**config.mk**
```make
export PLATFORM = sky130hd
export DESIGN_NAME = circular_deque
export DESIGN_NICKNAME = d
export VERILOG_FILES = /design/src/hdl/cdq_pkg.sv /design/src/hdl/cdq_ram.sv /design/src/hdl/circular_deque.sv
export SDC_FILE = /design/constraint.sdc
export NUM_CORES = 2
export LEC_CHECK = 0
export BUFFER_PORTS_ARGS = -buffer_cell sky130_fd_sc_hd__buf_4
export CORE_MARGIN = 2
export CORE_UTILIZATION = 50
export DETAILED_ROUTE_END_ITERATION = 16
export HOLD_SLACK_MARGIN = 0.15
export PLACE_DENSITY = 0.65
export SYNTH_ARGS = -nofsm -noshare
export SYNTH_HDL_FRONTEND = slang
export SYNTH_SLANG_ARGS = --single-unit
```
**constraint.sdc**
```tcl
create_clock -name clk -period 10.9 [get_ports clk]
set_clock_uncertainty 0.15 [all_clocks]
set_input_delay 0 -clock clk [delete_from_list [all_inputs] [get_ports clk]]
set_output_delay 0 -clock clk [all_outputs]
set_load 0.01 [all_outputs]
```
**src/hdl/cdq_pkg.sv**
```systemverilog
package cdq_pkg;

  // Storage depth and data width defaults
  localparam int DEPTH_DEFAULT = 64;
  localparam int DATA_W        = 32;
  localparam int CAP_W         = 7;
  localparam logic [CAP_W-1:0] CAP_RESET = 7'd64;

  // Request codes
  typedef enum logic [1:0] {
    REQ_PUSH_FRONT = 2'd0,
    REQ_PUSH_BACK  = 2'd1,
    REQ_POP_FRONT  = 2'd2,
    REQ_POP_BACK   = 2'd3
  } req_t;

  // Result status codes
  typedef enum logic [1:0] {
    ST_OK    = 2'd0,
    ST_FULL  = 2'd1,
    ST_EMPTY = 2'd2
  } status_t;

  // Control sequencer states
  typedef enum logic [1:0] {
    S_IDLE = 2'b01,
    S_READ = 2'b10
  } state_t;

endpackage

```
**src/hdl/cdq_ram.sv**
```systemverilog
module cdq_ram #(
  parameter int DEPTH = cdq_pkg::DEPTH_DEFAULT
) (
  input  logic                       clk,
  input  logic                       wr_en,
  input  logic [$clog2(DEPTH)-1:0]   wr_addr,
  input  logic [cdq_pkg::DATA_W-1:0] wr_data,
  input  logic                       rd_en,
  input  logic [$clog2(DEPTH)-1:0]   rd_addr,
  output logic [cdq_pkg::DATA_W-1:0] rd_data
);

  logic [cdq_pkg::DATA_W-1:0] mem [DEPTH];

  // Write port
  always_ff @(posedge clk) begin
    if (wr_en) begin
      mem[wr_addr] <= wr_data;
    end
  end

  // Registered read port
  always_ff @(posedge clk) begin
    if (rd_en) begin
      rd_data <= mem[rd_addr];
    end
  end

endmodule

```
**src/hdl/circular_deque.sv**
```systemverilog
// Double-ended queue kept in a ring of DEPTH 32-bit entries in one synchronous
// memory. Each request pushes push_value at the front or back, or pops from the
// front or back, and yields one result with a status (ok, full, empty); a
// refused or pushing request returns pop_value zero. The ring size in use is
// set by the capacity register (0 acts as 1, values above DEPTH act as DEPTH);
// write it only while no request is outstanding, it is always ready. A push or
// a refused pop is loaded straight into the result register, so one can be
// taken every cycle while the result register drains. A successful pop goes
// through the registered read port of the ring memory: input stalls during the
// read and the value lands in the result register the cycle after. Input also
// stalls while a result is held by out_stall. Only one memory access is issued
// per cycle, so reads always see every earlier write. No clearing pass needed.
module circular_deque #(
  parameter int DEPTH = cdq_pkg::DEPTH_DEFAULT
) (
  input  logic                              clk,
  input  logic                              rst,
  input  logic                              in_valid,
  output logic                              in_stall,
  input  logic [1:0]                        req_type,
  input  logic signed [cdq_pkg::DATA_W-1:0] push_value,
  output logic                              out_valid,
  input  logic                              out_stall,
  output logic signed [cdq_pkg::DATA_W-1:0] pop_value,
  output logic [1:0]                        status,
  input  logic                              cfg_valid,
  output logic                              cfg_ready,
  input  logic [cdq_pkg::CAP_W-1:0]         cfg_data
);

  localparam int AW  = $clog2(DEPTH);
  localparam int NW  = $clog2(DEPTH + 1);
  localparam int CW  = (NW > cdq_pkg::CAP_W) ? NW : cdq_pkg::CAP_W;

  cdq_pkg::state_t state, state_next;

  logic [cdq_pkg::CAP_W-1:0] capacity;
  logic [AW-1:0]             front_index, front_next;
  logic [AW-1:0]             back_index, back_next;
  logic [NW-1:0]             item_count, count_next;

  logic [CW-1:0] cap_ext, cap_eff, front_inc_n, back_inc_n;
  logic [AW-1:0] front_inc, front_dec, back_inc, back_dec;
  logic          is_full, is_empty, in_accept, out_accept;

  logic                       wr_en, rd_en;
  logic [AW-1:0]              wr_addr, rd_addr;
  logic [cdq_pkg::DATA_W-1:0] rd_data;

  logic                  res_load;
  cdq_pkg::status_t      res_status;

  // Capacity register
  assign cfg_ready = 1'b1;

  always_ff @(posedge clk) begin
    if (rst) begin
      capacity <= cdq_pkg::CAP_RESET;
    end else if (cfg_valid && cfg_ready) begin
      capacity <= cfg_data;
    end
  end

  // Clamp capacity into 1..DEPTH
  always_comb begin
    cap_ext = CW'(capacity);
    if (cap_ext == '0) begin
      cap_eff = CW'(1);
    end else if (cap_ext > CW'(DEPTH)) begin
      cap_eff = CW'(DEPTH);
    end else begin
      cap_eff = cap_ext;
    end
  end

  // Index wrap by compare against the capacity
  assign front_inc_n = CW'(front_index) + CW'(1);
  assign back_inc_n  = CW'(back_index) + CW'(1);
  assign front_inc   = (front_inc_n >= cap_eff) ? '0 : AW'(front_inc_n);
  assign back_inc    = (back_inc_n >= cap_eff) ? '0 : AW'(back_inc_n);
  assign front_dec   = (front_index == '0) ? AW'(cap_eff - CW'(1)) : front_index - AW'(1);
  assign back_dec    = (back_index == '0) ? AW'(cap_eff - CW'(1)) : back_index - AW'(1);

  assign is_full  = (CW'(item_count) >= cap_eff);
  assign is_empty = (item_count == '0);

  // Handshakes
  assign in_stall   = (state != cdq_pkg::S_IDLE) || (out_valid && out_stall);
  assign in_accept  = in_valid && !in_stall;
  assign out_accept = out_valid && !out_stall;

  // Decode request, update pointers, issue at most one memory access
  always_comb begin
    front_next = front_index;
    back_next  = back_index;
    count_next = item_count;
    state_next = state;
    wr_en      = 1'b0;
    wr_addr    = back_index;
    rd_en      = 1'b0;
    rd_addr    = front_index;
    res_load   = 1'b0;
    res_status = cdq_pkg::ST_OK;
    unique case (state)
      cdq_pkg::S_IDLE: begin
        if (in_accept) begin
          unique case (cdq_pkg::req_t'(req_type))
            cdq_pkg::REQ_PUSH_FRONT: begin
              res_load = 1'b1;
              if (is_full) begin
                res_status = cdq_pkg::ST_FULL;
              end else begin
                front_next = front_dec;
                wr_en      = 1'b1;
                wr_addr    = front_dec;
                count_next = item_count + NW'(1);
              end
            end
            cdq_pkg::REQ_PUSH_BACK: begin
              res_load = 1'b1;
              if (is_full) begin
                res_status = cdq_pkg::ST_FULL;
              end else begin
                back_next  = back_inc;
                wr_en      = 1'b1;
                wr_addr    = back_index;
                count_next = item_count + NW'(1);
              end
            end
            cdq_pkg::REQ_POP_FRONT: begin
              if (is_empty) begin
                res_load   = 1'b1;
                res_status = cdq_pkg::ST_EMPTY;
              end else begin
                front_next = front_inc;
                rd_en      = 1'b1;
                rd_addr    = front_index;
                count_next = item_count - NW'(1);
                state_next = cdq_pkg::S_READ;
              end
            end
            cdq_pkg::REQ_POP_BACK: begin
              if (is_empty) begin
                res_load   = 1'b1;
                res_status = cdq_pkg::ST_EMPTY;
              end else begin
                back_next  = back_dec;
                rd_en      = 1'b1;
                rd_addr    = back_dec;
                count_next = item_count - NW'(1);
                state_next = cdq_pkg::S_READ;
              end
            end
            default: begin
            end
          endcase
        end
      end
      cdq_pkg::S_READ: begin
        state_next = cdq_pkg::S_IDLE;
      end
      default: begin
        state_next = cdq_pkg::S_IDLE;
      end
    endcase
  end

  // Control state
  always_ff @(posedge clk) begin
    if (rst) begin
      state       <= cdq_pkg::S_IDLE;
      front_index <= '0;
      back_index  <= '0;
      item_count  <= '0;
    end else begin
      state       <= state_next;
      front_index <= front_next;
      back_index  <= back_next;
      item_count  <= count_next;
    end
  end

  // Ring memory
  cdq_ram #(
    .DEPTH(DEPTH)
  ) u_ram (
    .clk    (clk),
    .wr_en  (wr_en),
    .wr_addr(wr_addr),
    .wr_data(push_value),
    .rd_en  (rd_en),
    .rd_addr(rd_addr),
    .rd_data(rd_data)
  );

  // Result register: valid flag
  always_ff @(posedge clk) begin
    if (rst) begin
      out_valid <= 1'b0;
    end else if (res_load || state == cdq_pkg::S_READ) begin
      out_valid <= 1'b1;
    end else if (out_accept) begin
      out_valid <= 1'b0;
    end
  end

  // Result register: payload
  always_ff @(posedge clk) begin
    if (state == cdq_pkg::S_READ) begin
      pop_value <= rd_data;
      status    <= cdq_pkg::ST_OK;
    end else if (res_load) begin
      pop_value <= '0;
      status    <= res_status;
    end
  end

  // Count never passes the storage depth
  a_count_bound: assert property (@(posedge clk) disable iff (rst)
    CW'(item_count) <= CW'(DEPTH))
    else $error("item count beyond depth");

  // Result register is free whenever a read completes
  a_read_slot_free: assert property (@(posedge clk) disable iff (rst)
    (state == cdq_pkg::S_READ) |-> !out_valid)
    else $error("read completes into occupied result register");

  // A read is followed by a valid ok result
  a_read_result: assert property (@(posedge clk) disable iff (rst)
    (state == cdq_pkg::S_READ) |=> (out_valid && status == cdq_pkg::ST_OK))
    else $error("pop result missing");

  // Only one memory access per cycle
  a_one_access: assert property (@(posedge clk) disable iff (rst)
    !(wr_en && rd_en))
    else $error("write and read issued together");

endmodule
```
==> metrics.csv <==
metric;value;unit
status;finished clean;
min_period;6230;ps
avgSynthCellArea;15.6;um^2
p_sw_share;30.5;%
rsz0062_at_grt;no;
grt_antenna_before_repair;14;
max_slew_margin;14.6;%
die_h;415;um
switching_power;6.39;mW
fin_tns_setup;0;ps
internal-power;14.6;mW
ir_drop;0.000217;V
crit_type;reg -> reg;
dpl_cell_area;88000;um^2
leakage;34.4;nW
yosys-top-cells-area;edfxtp_1 75%, mux2i_1 7.8%, nand2_1 3.8%, a21oi_1 2.2%, o22ai_1 1.6%;
fmax;0.161;GHz
p_seq_share;44.9;%
holdCritPathClass;in -> reg;
slew_viol_final;0;
yosysUniqueCellTypes;62;
ys_seq_elements;2143;
cts_tree;built;
clock_sinks;2143;
synth_ff_type;edfxtp_1;
critical_path_arrival;6620;ps
yosys.area.top_type;edfxtp_1;
initial_core_util;50.5;%
cts-root-buf;clkbuf_16;
synthCells;5418;
fp.coreArea;168000;um^2
port_buffers;81;
drive_above_1_share;9.99;%
drv_cap;0;
globalplace.congestion;0.837;
fin_crit_sh;57.1;%
power.density;219;nW/um^2
die_w;415;um
crit_path_start_kind;flop;
area_delta_synth_final;13.0;%
clkPwrFrac;32.6;%
cp.required;11300;ps
syn_nets;5498;
track_usage;27.5;%
dp_hpwl;121000;um
cts_made_buffers;205;
grt_max_degree;143;
clk_latency;840;ps
setup_viol;0;
wl_per_cell;30.2;um
final_hold_viol_count;0;
post-cts-setup-buffers;0;
htree_num_levels;4;
wirelength;241000;um
synth_edf_count;2112;
ios;83;
fin_area;95600;um^2
p_comb_share;22.6;%
cp_max_fo;57;
yosysWarnings;0;
grt_pass1_vias;47900;
synth_area;84600;um^2
rr_worst_depth;12;
clk_pin_slew;60;ps
hold_buffers;114;
tightest_slew;1260;ps
num_vias;50300;
core.rowCount;150;
ctsResizeCount;0;
whs;153;ps
clockBufferDepth;3;
seq_area_frac_synth;75.7;%
drt-pass1-iter-count;6;
viasPerCell;6.31;
crit_path_end_kind;flop;
grt.overflow.total;0;
route.detailed.drc;0;
nets;5674;
ant_nets;0;
synth.top_cell.area_share;74.9;%
die_area;173000;um^2
dr.first_iter.drc_count;7092;
whs_path_depth;2;
async_flop_share;0;%
grt_pass1_wl;343000;um
## power by group through the flow
stage	Clock (mW)	Sequential (mW)	Combinational, mW
after global routing	7.21	9.42	4.98
final	6.83	9.41	4.73
after CTS	6.90	9.41	4.68
after global placement	0	9.58	4.57
after detailed placement	0	9.59	4.61
after floorplan	0	9.51	2.95
## registers in the layout, indices dropped and copies added, names as in the netlist
name / cells
u_ram.mem: 2048
out_valid: 1
pop_value: 32
status: 2
item_count: 7
front_index: 6
back_index: 6
state: 2
u_ram.rd_data: 32
cap_ext: 7
## metrics by stage
step                      power [mW]  util (%)  instances  worst slack [ps]
after floorplan                 12.5         -       5418              5700
after global placement          14.2      52.5       7476              4470
after detailed placement        14.2      52.5       7476              4820
after CTS                       21.0      57.0       7959              4790
after global routing            21.6      57.0       7966              4460
final                           21.0      57.0       7969              4670
## synthesized netlist by cell type (32+ instances only)
master and number:
a211oi_1 39, a21oi_1 371, a31oi_1 42, and2_1 66, buf_2 96, buf_4 56
clkbuf_1 174, edfxtp_1 2112, ha_1 33, mux2i_1 663, nand2_1 864, nand3_1 43
nor2_1 99, nor4_1 66, o221ai_1 35, o22ai_1 221, o32a_1 32, o41ai_1 33
or4_1 64
## layout by cell type (no fill, tap or decap), types with 35 or more instances in the layout
| cell type | instances |
|---|---|
| o221ai_1 | 35 |
| buf_4 | 190 |
| clkinv_2 | 35 |
| a31oi_1 | 39 |
| nor4_1 | 66 |
| nand2_1 | 863 |
| clkbuf_1 | 50 |
| or4_1 | 64 |
| a211oi_1 | 39 |
| dlygate4sd3_1 | 107 |
| nand3_1 | 43 |
| nor2_4 | 65 |
| a21oi_1 | 371 |
| mux2i_1 | 660 |
| clkbuf_16 | 208 |
| clkinv_1 | 46 |
| o22ai_1 | 221 |
| edfxtp_1 | 2112 |
| and2_1 | 66 |
## layout make-up
cell class                      instances  area, um^2
Sequential cell                      2143       64000
Clock buffer                          258        5390
Clock inverter                        111         953
Timing Repair Buffer                  318        2930
Fill cell                           12900       72000
Antenna cell                            9        22.5
Tap cell                             2204        2760
Inverter                               16        60.1
Multi-Input combinational cell       2910       19500
## worst max-delay path: stages (launching register included)
cell and delay (ps):
dfxtp_1 370, or4_1 560, o31ai_2 440, mux2i_1 300, a21boi_4 380, buf_4 710, buf_4 760, buf_4 780
mux2i_1 260, o22ai_1 100, nor4_1 380, o32a_1 480, a21oi_1 100
## routing by layer
layer	GRT usage (%)	vias to the layer above	share of wire [%]
met5	0	-	0
li1	-	21400	-
met1	40.1	25700	41
met4	9.80	0	3.6
met3	4.25	397	9.8
met2	42.1	2816	46
## worst paths after layout
check                           end               from  slack (ps)
setup / recovery  u_ram.rd_data[21]         cap_ext[2]        4670
hold / removal     u_ram.mem[10][8]      push_value[8]         150
setup reg to reg  u_ram.rd_data[21]         cap_ext[2]        4670
hold reg to reg       pop_value[10]  u_ram.rd_data[10]         410
## kinds of logic after synthesis
group | after synthesis | share of synthesized area [%]
other cells | 1 | 0.00443
buf+inv | 365 | 2.08
compound gates | 932 | 7.14
fa+ha+maj | 34 | 0.512
simple gates | 1255 | 6.48
flops | 2143 | 75.7
mux | 666 | 7.88
xor+xnor | 22 | 0.228
(Power assumes the default switching activity.)
